### src/sv/packed_histogram_asymmetry_unit_macros.svh
// Assertion macros for the packed histogram asymmetry unit.
// Used by the top level; expects clk_i and rst_ni in scope.
`ifndef PACKED_HISTOGRAM_ASYMMETRY_UNIT_MACROS_SVH
`define PACKED_HISTOGRAM_ASYMMETRY_UNIT_MACROS_SVH

// Implication checked on every rising edge outside reset.
`define PHAU_ASSERT_IMP(lbl, ante, cons, msg) \
  lbl: assert property (@(posedge clk_i) disable iff (!rst_ni) (ante) |-> (cons)) \
    else $error(msg);

// Condition that must never hold outside reset.
`define PHAU_ASSERT_NEVER(lbl, cond, msg) \
  lbl: assert property (@(posedge clk_i) disable iff (!rst_ni) !(cond)) else $error(msg);

`endif

### src/sv/phau_queue.sv
// Two-entry queue of closed groups between front and back end.
// No dependencies; generic width.
`timescale 1ns / 1ps

module phau_queue #(
  parameter int WIDTH = 8
) (
  input  logic             clk_i,
  input  logic             rst_ni,
  input  logic             push_i,
  input  logic [WIDTH-1:0] data_i,
  output logic             full_o,
  input  logic             pop_i,
  output logic             valid_o,
  output logic [WIDTH-1:0] data_o
);

  logic [WIDTH-1:0] mem_q [2];
  logic             wr_q, rd_q;
  logic [1:0]       cnt_q;
  logic             do_pop;

  assign full_o  = cnt_q[1];
  assign valid_o = cnt_q != 2'd0;
  assign data_o  = mem_q[rd_q];
  assign do_pop  = pop_i && valid_o;

  always_ff @(posedge clk_i) begin
    if (push_i) begin
      mem_q[wr_q] <= data_i;
    end
  end

  always_ff @(posedge clk_i or negedge rst_ni) begin
    if (!rst_ni) begin
      wr_q  <= 1'b0;
      rd_q  <= 1'b0;
      cnt_q <= 2'd0;
    end else begin
      if (push_i) begin
        wr_q <= ~wr_q;
      end
      if (do_pop) begin
        rd_q <= ~rd_q;
      end
      cnt_q <= cnt_q + 2'(push_i) - 2'(do_pop);
    end
  end

endmodule

### config.mk
export PLATFORM = sky130hd
export DESIGN_NAME = phau_queue
export DESIGN_NICKNAME = d
export VERILOG_FILES = /design/src/sv/packed_histogram_asymmetry_unit_macros.svh /design/src/sv/phau_queue.sv
export SDC_FILE = /design/constraint.sdc
export NUM_CORES = 1
export LEC_CHECK = 0
export BUFFER_PORTS_ARGS = -buffer_cell sky130_fd_sc_hd__buf_2
export CORE_MARGIN = 1.5
export CORE_UTILIZATION = 25
export DETAILED_ROUTE_END_ITERATION = 10
export PLACE_DENSITY = 0.55
export SKIP_CTS_REPAIR_TIMING = 1
export SLEW_MARGIN = 20
export SYNTH_ARGS = -nofsm -noshare
export SYNTH_HDL_FRONTEND = slang
export SYNTH_SLANG_ARGS = --single-unit
### constraint.sdc
create_clock -name clk_i -period 1.8 [get_ports clk_i]
set_input_delay 0.36 -clock clk_i [delete_from_list [all_inputs] [get_ports clk_i]]
set_output_delay 0.36 -clock clk_i [all_outputs]
set_load 0.02 [all_outputs]
* Word level (Yosys, flattened, before mapping)
Memories as Yosys holds them, arrays and structs flattened.
Cells that the tools add are included.
** Storage, ports and cells
- Logic and storage cells :: 12
- Memory bits (writable) :: 16
- Output and inout port bits :: 10
- Memories :: 1
- Register bits after elaboration :: 4
** Cells by class
- $add $sub $neg :: 2
- Reduce and logical (&&, ||, !) cells :: 2
- Mux-type cells :: 2
- Bitwise logic cells :: 2
** Memories
- mem_q :: depth 2, bits a word 8, read ports 1, clocked after memory_dff 0, wr ports 1, RTL line phau_queue.sv:18 : logic [WIDTH-1:0] mem_q [2];
** Operator list (count)
- 2-bit by 1-bit adder with 2-bit output :: 1
- 1-bit two-way mux :: 2
- 1-bit NOT :: 2
- 2-bit nonzero test :: 1
- 2-bit by 1-bit subtractor with 2-bit output :: 1
- 1-bit logical AND :: 1

* Longest topological paths before layout
- Depth in word-level cells :: 3
- Mapped depth :: 6

* Least setup slack after synthesis
No wires, ideal clock.
- Path kind :: register to register
- Start point :: reg cnt_q[1]
- End point :: reg cnt_q[1]
- Data arrival time :: 1.399 ns
- Slack :: 0.278 ns
- Clock period less this slack :: 1.522 ns
- Data required time :: 1.677 ns
- Setup time :: 0.123 ns
- Cell stages (with the launch flop) :: 7
- Cells stage by stage :: dfrtp_1 o21a_1 ha_1 inv_1 ha_1 xnor2_1 xnor2_1
** Between the ends
- Word-level cells in the longest chain between the ends :: 3
** Ends and longest elaborated chain
- start: declaration :: RTL line phau_queue.sv:20 : logic [1:0] cnt_q;
- start signal: assignment :: RTL line phau_queue.sv:46 : cnt_q <= cnt_q + 2'(push_i) - 2'(do_pop);
- 2-bit nonzero test :: RTL line phau_queue.sv:24 : assign valid_o = cnt_q != 2'd0;
- 1-bit logical AND :: RTL line phau_queue.sv:26 : assign do_pop = pop_i && valid_o;
- via do_pop :: RTL line phau_queue.sv:21 : logic do_pop;
- 2-bit by 1-bit subtractor with 2-bit output :: RTL line phau_queue.sv:46
The timed path passes the listed nets, and every way through them passes these cells.
A chain may end at the register's enable or synchronous reset.

* Worst setup path in the final report
- Start point :: reg rd_q
- End point :: out data_o[0]
** Between the ends
- Word-level cells in the longest chain between the ends :: 1
** Ends and longest elaborated chain
- start: declaration :: RTL line phau_queue.sv:19 : logic wr_q, rd_q;
- start signal: assignment :: RTL line phau_queue.sv:44 : rd_q <= ~rd_q;
- memory read 2 x 8 bit
- end: declaration :: RTL line phau_queue.sv:15 : output logic [WIDTH-1:0] data_o
No other way between the ends.

==> metrics.cfg <==
[final_layout]
nets=82
layout_common_cells=21 x buf_2, 16 x edfxtp_1, 8 x mux2_4
final_layout_size_suffix_gt1_share_pct=52.24
syn2layout_area_growth_pct=24.07
antenna_cells=0
final_common_cell=buf_2
fin_cells=111

[yosys]
yosys_register_bits=20
synth.yosys.seq_area_share_pct=72.05
synthesis.nets=55
synthCells=41
synth.avg_cell_area_um2=19.65
synth_area_um2=805.8
yosysWarnings=0
synthDistinctLibCells=12

[die]
io_pins=22
die-width_um=59.77
initial_utilization_pct=26.39
design.core.area_mm2=0.003053
row_count=20
die_y_um=59.77
dieArea_mm2=0.003572

[worst_setup_path]
r2r_start=cnt_q[1]
cpMaxStageDelayCell=dfrtp_2
required_ns=1.44
worstPathCellList=mux2_4 > buf_2
cp_max_fo=9
path_delay_family=flip-flops
r2r-end=cnt_q[1]
path_buf_inv=1
startpoint_type=flip-flop
crit_cells=2
rrSetupSlack_ns=0.31
reg2reg_depth=6
critical-path-max-stage-delay_ns=0.55
critical_path_class=reg -> out
end_kind=output pin
arrival_ns=1.33

[timing]
layout_min_cycle_time_ns=1.690
slew_headroom_pct=71.64
clock_skew_ns=0.004341
rsz0062_at_grt=false
setup_viol=0
fin_crit_sh_pct=93.89
slew_viol_final=0
hold_violations=0
fmax_ghz=0.5917
tightest_slew_ns=0.4254

[min_path]
worst_hold_path_type=in -> reg
hp-start=data_i[6]
hold_depth=1
min_to=mem_q[1][6]

[global_route]
gr-usage-all-layers_pct=7.533
overflow=0
grtUsageMet2_pct=11.96
antenna_found_initial=0
grt_max_degree=12
use_met3_pct=2.814
use_met1_pct=8.868
grt_pass1_wl_um=1890
busiest_layer=met2
first_global_vias=443

[place]
io_buffer_count=21
hpwlAfterDp_um=917.9
dp_cells=106
place_congestion=0.6205

[route]
routed_wl_um=1245
postRouteAntennaNets=0
drc_errors=0
vias=423
wl_per_cell_um=11.22
drtIter0Drc=5
avgViaCountPerCell=3.811
drt_pre_antenna_iters=2

[pwr]
p_total_mw=1.506
power_density_mw_per_mm2=1506
max-vdd-ir-drop_mv=0.4409
leakagePower_nw=0.4163

[clocking]
clk_latency_ns=0.29
cts_tree=done
tritoncts.num_buffers=3
cts_sinks=20
cts-root-buf=clkbuf_4
htree_levels=1
path_clk_slew_ns=0.11
clk_path_buf_depth=2

[run_status]
outcome=finished, final reports clean

[flow_run]
cap_viol_max_count=0

-- Yosys cell counts --
cell type | n | area (um2)
edfxtp_1 | 16 | 480.5
xor2_1 | 2 | 17.52
inv_1 | 2 | 7.510
nor2b_1 | 1 | 6.260
dfrtp_1 | 4 | 100.1
o21a_1 | 1 | 7.510
xnor2_1 | 2 | 17.52
or2_2 | 1 | 6.260
buf_6 | 1 | 11.26
ha_1 | 2 | 25.02
mux2_4 | 8 | 120.1
and2_1 | 1 | 6.260
-- state kept, by name, indices dropped and copies added, names as in the netlist --
register and cells:
wr_q 1, rd_q 1, cnt_q 2, mem_q 16
-- through the flow --
stage,TNS (ns),instance area [um2],utilization (%),setup slack [ns],hold slack (ns)
after floorplan,0,805.8,-,0.2782,0.06441
after global placement,0,962.2,31.52,0.2855,0.1704
after detailed placement,0,962.2,31.52,0.2773,0.1744
after CTS,-0.5132,988.4,32.38,-0.06922,-0.1577
after global routing,0,999.7,32.75,0.03863,0.2340
final,0,999.7,32.75,0.1100,0.2470
-- where the power goes --
part,switching (mW),total [mW],internal (mW)
Sequential,0.103,0.736,0.633
Combinational,0.275,0.561,0.286
Clock,0.127,0.208,0.0807
-- kinds of logic (layout without fill, tap and decap cells) --
logic type | after synthesis | count (layout) | synth area share [%]
flip-flops | 20 | 20 | 72.05
XOR/XNOR | 4 | 4 | 4.349
buffers and inverters | 3 | 29 | 2.329
AO/OA/AOI/OAI | 1 | 1 | 0.9320
AND/OR/NAND/NOR | 3 | 3 | 2.331
multiplexers | 8 | 8 | 14.91
adder cells (fa/ha/maj) | 2 | 2 | 3.105
-- area by class of cell --
type | instances | area [um2]
Fill cell | 325 | 2053
Multi-Input combinational cell | 18 | 206.4
Clock inverter | 1 | 3.754
Tap cell | 44 | 55.05
Clock buffer | 3 | 22.52
Sequential cell | 20 | 581.8
Inverter | 2 | 7.507
Timing Repair Buffer | 23 | 122.6
-- how the worst max path moves through the flow --
stage | startpoint | endpoint | slack [ns]
detailed placement | rd_q | data_o[2] | 0.28
global placement | rd_q | data_o[6] | 0.29
CTS | rd_q | data_o[2] | -0.07
floorplan | cnt_q[1] | cnt_q[1] | 0.28
finish | rd_q | data_o[0] | 0.11
global route | rd_q | data_o[1] | 0.04
-- layer usage --
| layer | part of all wire [%] | up-vias |
|---|---|---|
| li1 | - | 201 |
| met1 | 47 | 201 |
| met2 | 44 | 19 |
| met3 | 7.9 | 2 |
| met4 | 1.1 | 0 |
| met5 | 0 | - |
(Power assumes the default switching activity.)
