[config.mk]
export PLATFORM = sky130hd
export DESIGN_NAME = phau_front
export DESIGN_NICKNAME = d
export VERILOG_FILES = /design/src/sv/packed_histogram_asymmetry_unit_macros.svh /design/src/sv/phau_pkg.sv /design/src/sv/phau_front.sv
export SDC_FILE = /design/constraint.sdc
export NUM_CORES = 1
export LEC_CHECK = 0
export ABC_AREA = 1
export BUFFER_PORTS_ARGS = -buffer_cell sky130_fd_sc_hd__clkbuf_2
export CORE_MARGIN = 8
export CORE_UTILIZATION = 40
export CTS_CLUSTER_DIAMETER = 150
export CTS_CLUSTER_SIZE = 16
export DETAILED_ROUTE_END_ITERATION = 6
export GPL_ROUTABILITY_DRIVEN = 0
export GPL_TIMING_DRIVEN = 0
export PLACE_DENSITY = 0.65
export SYNTH_ARGS = -nofsm -noshare
export SYNTH_HDL_FRONTEND = slang
export SYNTH_SLANG_ARGS = --single-unit
[constraint.sdc]
create_clock -name clk_i -period 3.8 [get_ports clk_i]
set_input_delay 0.19 -clock clk_i [delete_from_list [all_inputs] [get_ports clk_i]]
set_output_delay 0.19 -clock clk_i [all_outputs]
set_load 0.01 [all_outputs]
[src/sv/packed_histogram_asymmetry_unit_macros.svh]
// Assertion macros for the packed histogram asymmetry unit.
// Used by the top level; expects clk_i and rst_ni in scope.
`ifndef PACKED_HISTOGRAM_ASYMMETRY_UNIT_MACROS_SVH
`define PACKED_HISTOGRAM_ASYMMETRY_UNIT_MACROS_SVH

// Implication checked on every rising edge outside reset.
`define PHAU_ASSERT_IMP(lbl, ante, cons, msg) \
  lbl: assert property (@(posedge clk_i) disable iff (!rst_ni) (ante) |-> (cons)) \
    else $error(msg);

// Condition that must never hold outside reset.
`define PHAU_ASSERT_NEVER(lbl, cond, msg) \
  lbl: assert property (@(posedge clk_i) disable iff (!rst_ni) !(cond)) else $error(msg);

`endif

[src/sv/phau_pkg.sv]
// Shared constants, types and width helpers of the packed histogram asymmetry unit.
// No dependencies.
`timescale 1ns / 1ps

package phau_pkg;

  localparam int COUNT_BITS_DEF = 24;
  localparam int INDEX_BITS_DEF = 16;
  localparam int CFG_W          = 32;
  localparam int CFG_IDX_W      = 3;
  localparam int PACK_W         = 13;
  localparam int FILL_W         = 12;
  localparam int MAX_PACKING    = 4096;
  localparam int FRAC_BITS      = 8;
  localparam int BG_W           = 32;
  localparam int TZ_W           = 16;
  localparam int ERR_W          = 32;
  localparam int ASYM_STEPS     = 30;
  localparam int ERR_SHIFT      = 70;
  localparam int ONE_SIDE_SHIFT = 39;
  localparam logic [31:0] Q30_ONE = 32'h4000_0000;

  typedef enum logic [CFG_IDX_W-1:0] {
    CFG_PACKING   = 3'd0,
    CFG_FIRST_BIN = 3'd1,
    CFG_TIME_ZERO = 3'd2,
    CFG_BG_FWD    = 3'd3,
    CFG_BG_BWD    = 3'd4
  } cfg_idx_e;

  typedef struct packed {
    logic                 we;
    logic [CFG_IDX_W-1:0] index;
    logic [CFG_W-1:0]     data;
  } cfg_wr_t;

  // per-bin value magnitude bound, in bits
  function automatic int mx_w(int cb);
    return (cb + FRAC_BITS > BG_W) ? cb + FRAC_BITS : BG_W;
  endfunction

  // magnitude of a group sum (and of F+B), variance sums too
  function automatic int mag_w(int cb);
    return mx_w(cb) + FILL_W + 1;
  endfunction

  // signed group sums
  function automatic int sum_w(int cb);
    return mag_w(cb) + 1;
  endfunction

  // B^2 VF + F^2 VB
  function automatic int prod_w(int cb);
    return 3 * mag_w(cb) + 1;
  endfunction

  // bits of the integer square root of the shifted product
  function automatic int root_w(int cb);
    return (prod_w(cb) + ERR_SHIFT + 1) >> 1;
  endfunction

  function automatic int queue_w(int cb, int ib);
    return ib + 1 + 2 * sum_w(cb) + 2 * mag_w(cb) + PACK_W;
  endfunction

endpackage

[src/sv/phau_front.sv]
// Front end: configuration registers, bin accumulation and group closing.
// Depends on phau_pkg; pushes finished groups into phau_queue.
`timescale 1ns / 1ps

module phau_front #(
  parameter int COUNT_BITS = phau_pkg::COUNT_BITS_DEF,
  parameter int INDEX_BITS = phau_pkg::INDEX_BITS_DEF
) (
  input  logic                    clk_i,
  input  logic                    rst_ni,
  input  phau_pkg::cfg_wr_t       cfg_i,
  input  logic                    in_valid_i,
  output logic                    in_stall_o,
  input  logic                    start_of_run_i,
  input  logic [COUNT_BITS-1:0]   forward_count_i,
  input  logic [COUNT_BITS-1:0]   backward_count_i,
  input  logic                    q_full_i,
  output logic                    q_push_o,
  output logic [phau_pkg::queue_w(COUNT_BITS, INDEX_BITS)-1:0] q_data_o
);

  localparam int MW = phau_pkg::mag_w(COUNT_BITS);
  localparam int SW = phau_pkg::sum_w(COUNT_BITS);
  localparam int PW = phau_pkg::PACK_W;
  localparam int FW = phau_pkg::FILL_W;
  localparam int TW = ((INDEX_BITS > phau_pkg::TZ_W) ? INDEX_BITS : phau_pkg::TZ_W) + 2;
  localparam logic signed [TW-1:0] T_MAX = TW'((1 << INDEX_BITS) - 1);
  localparam logic signed [TW-1:0] T_MIN = -T_MAX - TW'(1);

  logic [PW-1:0]              packing_q;
  logic [phau_pkg::TZ_W-1:0]  first_bin_q, tz_q;
  logic [phau_pkg::BG_W-1:0]  bgf_q, bgb_q;
  logic [INDEX_BITS-1:0]      idx_q, idx_d;
  logic [FW-1:0]              fill_q, fill_d;
  logic                       open_q;
  logic signed [SW-1:0]       fsum_q, fsum_d, bsum_q, bsum_d;
  logic [MW-1:0]              fvar_q, fvar_d, bvar_q, bvar_d;

  logic [PW-1:0]         p_eff;
  logic                  accept, emit, restart;
  logic [MW-1:0]         fc, bc;
  logic [PW-1:0]         fill_inc;
  logic signed [TW-1:0]  t_raw, t_sat;

  always_comb begin
    if (packing_q == '0) begin
      p_eff = PW'(1);
    end else if (packing_q > PW'(phau_pkg::MAX_PACKING)) begin
      p_eff = PW'(phau_pkg::MAX_PACKING);
    end else begin
      p_eff = packing_q;
    end
  end

  assign in_stall_o = q_full_i;
  assign accept     = in_valid_i && !q_full_i;
  // a group closes when the first bin of the next one arrives
  assign emit       = open_q && (fill_q == '0) && !start_of_run_i;
  assign restart    = start_of_run_i || emit;
  assign q_push_o   = accept && emit;

  assign fc = MW'(forward_count_i) << phau_pkg::FRAC_BITS;
  assign bc = MW'(backward_count_i) << phau_pkg::FRAC_BITS;

  assign t_raw = $signed(TW'(idx_q)) - $signed(TW'(tz_q)) - $signed(TW'(p_eff));

  always_comb begin
    if (t_raw < T_MIN) begin
      t_sat = T_MIN;
    end else if (t_raw > T_MAX) begin
      t_sat = T_MAX;
    end else begin
      t_sat = t_raw;
    end
  end

  assign q_data_o = {t_sat[INDEX_BITS:0], fsum_q, bsum_q, fvar_q, bvar_q, p_eff};

  assign fill_inc = PW'(fill_q) + PW'(1);

  always_comb begin
    fsum_d = (restart ? '0 : fsum_q) + $signed(SW'(fc)) - $signed(SW'(bgf_q));
    bsum_d = (restart ? '0 : bsum_q) + $signed(SW'(bc)) - $signed(SW'(bgb_q));
    fvar_d = (restart ? '0 : fvar_q) + fc + MW'(bgf_q);
    bvar_d = (restart ? '0 : bvar_q) + bc + MW'(bgb_q);
    fill_d = start_of_run_i ? FW'(1) : fill_inc[FW-1:0];
    if (start_of_run_i) begin
      if (PW'(1) >= p_eff) begin
        fill_d = '0;
      end
    end else if (fill_inc >= p_eff) begin
      fill_d = '0;
    end
    idx_d = (start_of_run_i ? INDEX_BITS'(first_bin_q) : idx_q) + INDEX_BITS'(1);
  end

  always_ff @(posedge clk_i or negedge rst_ni) begin
    if (!rst_ni) begin
      packing_q   <= PW'(1);
      first_bin_q <= '0;
      tz_q        <= '0;
      bgf_q       <= '0;
      bgb_q       <= '0;
    end else if (cfg_i.we) begin
      case (phau_pkg::cfg_idx_e'(cfg_i.index))
        phau_pkg::CFG_PACKING:   packing_q   <= cfg_i.data[PW-1:0];
        phau_pkg::CFG_FIRST_BIN: first_bin_q <= cfg_i.data[phau_pkg::TZ_W-1:0];
        phau_pkg::CFG_TIME_ZERO: tz_q        <= cfg_i.data[phau_pkg::TZ_W-1:0];
        phau_pkg::CFG_BG_FWD:    bgf_q       <= cfg_i.data[phau_pkg::BG_W-1:0];
        phau_pkg::CFG_BG_BWD:    bgb_q       <= cfg_i.data[phau_pkg::BG_W-1:0];
        default: ;
      endcase
    end
  end

  always_ff @(posedge clk_i or negedge rst_ni) begin
    if (!rst_ni) begin
      idx_q  <= '0;
      fill_q <= '0;
      open_q <= 1'b0;
      fsum_q <= '0;
      bsum_q <= '0;
      fvar_q <= '0;
      bvar_q <= '0;
    end else if (accept) begin
      idx_q  <= idx_d;
      fill_q <= fill_d;
      open_q <= 1'b1;
      fsum_q <= fsum_d;
      bsum_q <= bsum_d;
      fvar_q <= fvar_d;
      bvar_q <= bvar_d;
    end
  end

endmodule

== Word level (Yosys, flattened, before mapping) ==
Index checks and enable logic that the tools add are counted.
Storage, ports and cells
  bits in registers: 320
  bits of input ports: 89
  output and inout bits: 214
Operators by class
  add/subtract/negate cells: 12
  $lt $le $gt $ge: 5
  equality and inequality tests: 4
  muxes and demuxes: 13
  reduce and logical (&&, ||, !) cells: 15
Operator list (count)
  45-bit by 32-bit adder with 45-bit output: 4
  46-bit by 32-bit adder with 46-bit output: 2
  46-bit two-way mux: 2
  46-bit by 32-bit subtractor with 46-bit output: 2
  45-bit two-way mux: 2
  12-bit two-way mux: 4
  17-bit two-way mux: 2
  13-bit two-way mux: 2
  18-bit by 17-bit greater-than comparator with 1-bit output (second input constant): 1
  18-bit by 17-bit less-than comparator with 1-bit output (second input constant): 1
  17-bit by 14-bit subtractor with 18-bit output: 1
  16-bit by 16-bit subtractor with 17-bit output: 1
  16-bit by 1-bit adder with 16-bit output (second input constant): 1
  16-bit two-way mux: 1
  12-bit by 1-bit adder with 13-bit output (second input constant): 1
  1-bit by 13-bit greater-or-equal comparator with 1-bit output (first input constant): 1
  13-bit greater-or-equal comparator: 1
  13-bit greater-than comparator (second input constant): 1
  13-bit zero test: 1
  12-bit zero test: 1
  2-bit AND reduction: 5
  3-bit by 2-bit equality test with 1-bit output (second input constant): 2
  1-bit logical AND: 4
  3-bit by 1-bit equality test with 1-bit output (second input constant): 1
  4 further kinds: 5

== Longest topological paths before layout ==
  depth after elaboration: 7
  gate-level depth with buffers: 30
  mapped depth without buffers: 27

== Worst setup path after synthesis ==
No wires, ideal clock.
  kind: reg2reg
  from: reg fill_q[0]
  to: reg fsum_q[31]
  library setup time: 0.118 ns
  data arrival time: 3.680 ns
  data required time: 3.682 ns
  setup slack: 0.002 ns
  stages on the path, launching flop included: 28
  buffers on the path: 3
  period minus slack after synthesis: 3.798 ns
  path through: dfrtp_1 -> inv_1 -> ha_1 -> nand2_1 -> nor3_1 -> nand2_1 -> nand2_1 -> buf_2 -> clkbuf_1 -> buf_2 -> nor2_1 -> ha_1 -> ha_1 -> fa_1 -> nand2_1 -> nand2_1 -> o21ai_0 -> inv_1 -> nand2_1 -> nand2_1 -> nand2_1 -> nand2_1 -> nand2_1 -> nand2_1 -> nand3_1 -> nand3_1 -> nand3_1 -> nand2_1
Between the ends
  word-level cells in the longest chain between the ends: 7
RTL lines
  from (decl): RTL line phau_front.sv:34  | logic [FW-1:0] fill_q, fill_d;
  from (signal assigned): RTL line phau_front.sv:127  | fill_q <= fill_d;
  12-bit zero test: RTL line phau_front.sv:58  | assign emit = open_q && (fill_q == '0) && !start_of_run_i;
  1-bit logical AND (2 in a row): RTL line phau_front.sv:58
  1-bit logical OR: RTL line phau_front.sv:59  | assign restart = start_of_run_i || emit;
  46-bit two-way mux: RTL line phau_front.sv:82  | fsum_d = (restart ? '0 : fsum_q) + $signed(SW'(fc)) - $signed(SW'(bgf_q));
  46-bit by 32-bit adder with 46-bit output: RTL line phau_front.sv:82
  46-bit by 32-bit subtractor with 46-bit output: RTL line phau_front.sv:82
  to (signal assigned): RTL line phau_front.sv:129  | fsum_q <= fsum_d;
  to (decl): RTL line phau_front.sv:36  | logic signed [SW-1:0] fsum_q, fsum_d, bsum_q, bsum_d;
Every way passes these cells.
A chain may end at the register's enable or synchronous reset.

== Final worst setup path ==
  from: reg tz_q[0] (netlist name)
  to: out q_data_o[201] (netlist name)
Between the ends
  word-level cells in the longest chain between the ends: 5
RTL lines
  from (decl): RTL line phau_front.sv:31  | logic [phau_pkg::TZ_W-1:0] first_bin_q, tz_q;
  from (signal assigned): RTL line phau_front.sv:108  | phau_pkg::CFG_TIME_ZERO: tz_q <= cfg_i.data[phau_pkg::TZ_W-1:0];
  16-bit by 16-bit subtractor with 17-bit output *: RTL line phau_front.sv:65  | assign t_raw = $signed(TW'(idx_q)) - $signed(TW'(tz_q)) - $signed(TW'(p_eff));
  17-bit by 14-bit subtractor with 18-bit output *: RTL line phau_front.sv:65
  18-bit by 17-bit greater-than comparator with 1-bit output: RTL line phau_front.sv:70  | end else if (t_raw > T_MAX) begin
  17-bit two-way mux: RTL line phau_front.sv:70
  17-bit two-way mux *: RTL line phau_front.sv:68  | if (t_raw < T_MIN) begin
  to (decl): RTL line phau_front.sv:19  | output logic [phau_pkg::queue_w(COUNT_BITS, INDEX_BITS)-1:0] q_data_o
Every way passes the cells marked *; elsewhere a longest branch is shown, timed or not.

==> run summary <==
Setup Crit Path Kind -> flop to output pin
Yosys warns -> 0
Synth Area per Inst -> 6.78 um2
Fillers -> 6577
Final worst path period need -> 4.05 ns
DRC Markers -> 0
Area Overhead vs Synth -> 37.9%
Leak Pwr -> 0.0195 uW
Placed cell count -> 5597
Syn nets -> 4754
Post-synthesis register bit count -> 320
Rel. slew slack -> 11.7%
Routed Antenna Nets -> 0
WL final -> 127 mm
Post-layout nets -> 5271
Final setup fails -> 37
Later-pin clock latency in the skew report -> 0.59 ns
Avg Vias per Cell -> 5.57
Register area -> 0.00801 mm2
Vias in the first global route -> 29500
Clock Tree Buf Depth -> 3
Initial DRC Count -> 3014
Async SR Flop Fraction -> 100%
Starting density of the core -> 40.4%
Standard-cell rows -> 99
IO buf count -> 302
Core area -> 0.0728 mm2
Top_reg_cell synth -> dfrtp_1
Depth of the CTS H-tree -> 1
Final WS setup -> -0.247 ns
Detail Placement HPWL -> 94.9 mm
Setup Skew -> 0.0437 ns
Number of synthesized flops with an enable pin -> 0
Routed len/inst -> 21.9 um
Worst setup EP type -> output pin
Die Span X -> 287 um
Routed vias -> 32400
Footprint of the multi-input gates -> 0.0239 mm2
Most frequent cells after synthesis -> nand2_1 (1140), inv_1 (705), nor2_1 (455)
Worst path max stage delay -> 0.41 ns
Clock root cell -> clkbuf_16
WP data required -> 3.61 ns
RSZ-0062 raised after global routing -> yes
Largest net degree at the start of global routing -> 109
Top cells by area, synth -> dfrtp_1 (27%), nand2_1 (15%), ha_1 (9.8%)
Worst Setup Start Kind -> flop
Die Span Y -> 287 um
HP Class -> primary input to flop
Failing checks -> setup timing
Synthesized area -> 0.0294 mm2
TritonCTS Buffers -> 23
Finished Layout Cells -> 5819
Pwr dens -> 908 mW/mm2
Count leader, synth -> nand2_1
Outcome -> complete, but fails checks
Syn Inst Count -> 4333
First-pass GRT wire length -> 175 mm
Fmax -> 247 MHz
Slew Viols, Final -> 0
Yosys top cell by area -> dfrtp_1
Post-synthesis sequential area ratio -> 27.2%
Share of layout cells above drive strength 1 -> 32.4%
Distinct cells, synth -> 50
Fin. Hold Viols -> 0
Worst Path Max Fanout -> 5
Worst-path clk slew -> 0.08 ns
Post-synth top area share -> 27.2%
IO Pins -> 303
TritonCTS clock tree -> done
CP max stage cell -> dfrtp_1
Total iterations of the first detailed-routing run -> 6
GRT Util Overall -> 27.5%
Initial antenna violation count -> 7
WP data arrival -> 3.86 ns
Final period utilization -> 106%
Crit-path cells -> ha_4 -> fa_2 -> inv_2 -> nand2_2 -> nand3_2 -> inv_2 -> nor2_1 -> nor2_1 -> xnor2_1 -> ha_2 -> nand2_2 -> a21oi_2 -> nor3_2 -> nand3_2 -> nand2_2 -> nand3_4 -> nor2_8 -> nand3_4 -> clkbuf_16 -> nand2_4 -> nand2_4 -> inv_2 -> buf_6
Reported max-cap violation count -> 0
Total clock sinks -> 320
Overflow left after global routing -> 0
Slew @ Worst Pin -> 1.32 ns
Die area -> 0.0824 mm2
Max VDD drop -> 1.19 mV
Setup TNS -> -4.26 ns
==> critical path, delay by kind of cell (launching register included) <==
family,cells,cell delay (ns)
and+or+nand+nor,13,1.29
adders and majority gates,3,0.92
buffers and inverters,5,0.46
DFF,1,0.41
xor gates and xnor gates,1,0.17
AOI/OAI and AO/OA,1,0.04
==> cell type report <==
cell class	count	area share, %
Antenna cell	3	0.0185
Sequential cell	320	19.8
Multi-Input combinational cell	3196	58.9
Timing Repair Buffer	498	8.76
Buffer	87	1.39
Clock buffer	32	1.50
Tap cell	959	2.96
Inverter	724	6.75
==> kinds of logic (layout without fill, tap and decap cells) <==
| family | Yosys count | count (layout) | share of synthesized area, % |
|---|---|---|---|
| DFF | 320 | 320 | 27.2 |
| buffers and inverters | 817 | 1341 | 10.6 |
| other | 0 | 3 | 0 |
| AOI/OAI and AO/OA | 739 | 739 | 13.4 |
| xor gates and xnor gates | 116 | 116 | 3.46 |
| adders and majority gates | 332 | 332 | 16.7 |
| muxes | 1 | 1 | 0.0341 |
| and+or+nand+nor | 2008 | 2008 | 28.5 |
==> metal layers <==
layer,vias up,track usage [%],share of wire [%]
li1,14800,-,-
met1,15400,35.9,39
met2,1713,43.8,44
met3,455,5.55,10
met4,4,11.9,6.9
met5,-,0,0.020
==> through the flow <==
step / util [%] / setup WS (ns) / hold slack, ns / area [um2] / power (uW)
2_1_floorplan: - / 0.00234 / -0.106 / 29400 / 18200
3_3_place_gp: 44.1 / -4.94 / 0.460 / 32100 / 23800
3_5_place_dp: 44.2 / -2.11 / 0.166 / 32200 / 24000
4_1_cts: 48.3 / -0.196 / 0.0119 / 35200 / 29100
5_1_grt: 55.6 / -0.456 / 0.0425 / 40500 / 39100
6_report: 55.6 / -0.247 / 0.0132 / 40500 / 36800
==> sequential cells by signal, summed over array words and instances (netlist names) <==
name and count:
bsum_q 46, fsum_q 46, bvar_q 45, fvar_q 45, bgb_q 32, bgf_q 32
first_bin_q 16, idx_q 16, tz_q 16, packing_q 13, fill_q 12, open_q 1
==> cell usage in the layout, fill, tap and decap left out, drive strengths merged, types with 2 or more instances in the layout <==
cell type,n
fa,102
o211ai,7
nand2,1165
nand3,221
inv,723
nor3,45
a21boi,6
o22ai,10
and3,4
xnor2,61
a21o,17
o21bai,29
ha,230
or2,21
nand4,53
nand3b,19
nor4,14
nor2,461
diode,3
dlygate4sd3,16
clkbuf,386
o31ai,3
buf,215
o21ai,395
or3,2
dfrtp,319
a31oi,22
o21a,8
xor2,55
a21oi,241
==> path summary, 6_finish.rpt <==
check,startpoint,to,slack (ns),cells past startpoint
max,tz_q[0],q_data_o[201],-0.25,23
min,cfg_i[18],bgf_q[18],0.01,3
max reg2reg,fill_q[1],bsum_q[37],-0.15,26
min reg2reg,first_bin_q[4],first_bin_q[4],0.48,2
max in group asynchronous,rst_ni,bvar_q[12],2.74,3
min in group asynchronous,rst_ni,tz_q[9],0.13,2
==> power by group <==
group,switching (uW),leakage (uW),internal (uW)
clock network,1370,0.000294,1110
registers,1250,0.00402,4480
logic,17000,0.0152,11600
==> repair_timing <==
| item | CTS | global route |
|---|---|---|
| setup endpoints to repair | 195 | 150 |
| setup buffers | 50 | 120 |
| gates cloned | 4 | 9 |
| hold buffers | 16 | 0 |
| pin swaps | 52 | 434 |
| gates resized for setup | 412 | 1124 |
| endpoints found under the hold margin | 80 | 0 |
(Power assumes the default switching activity.)
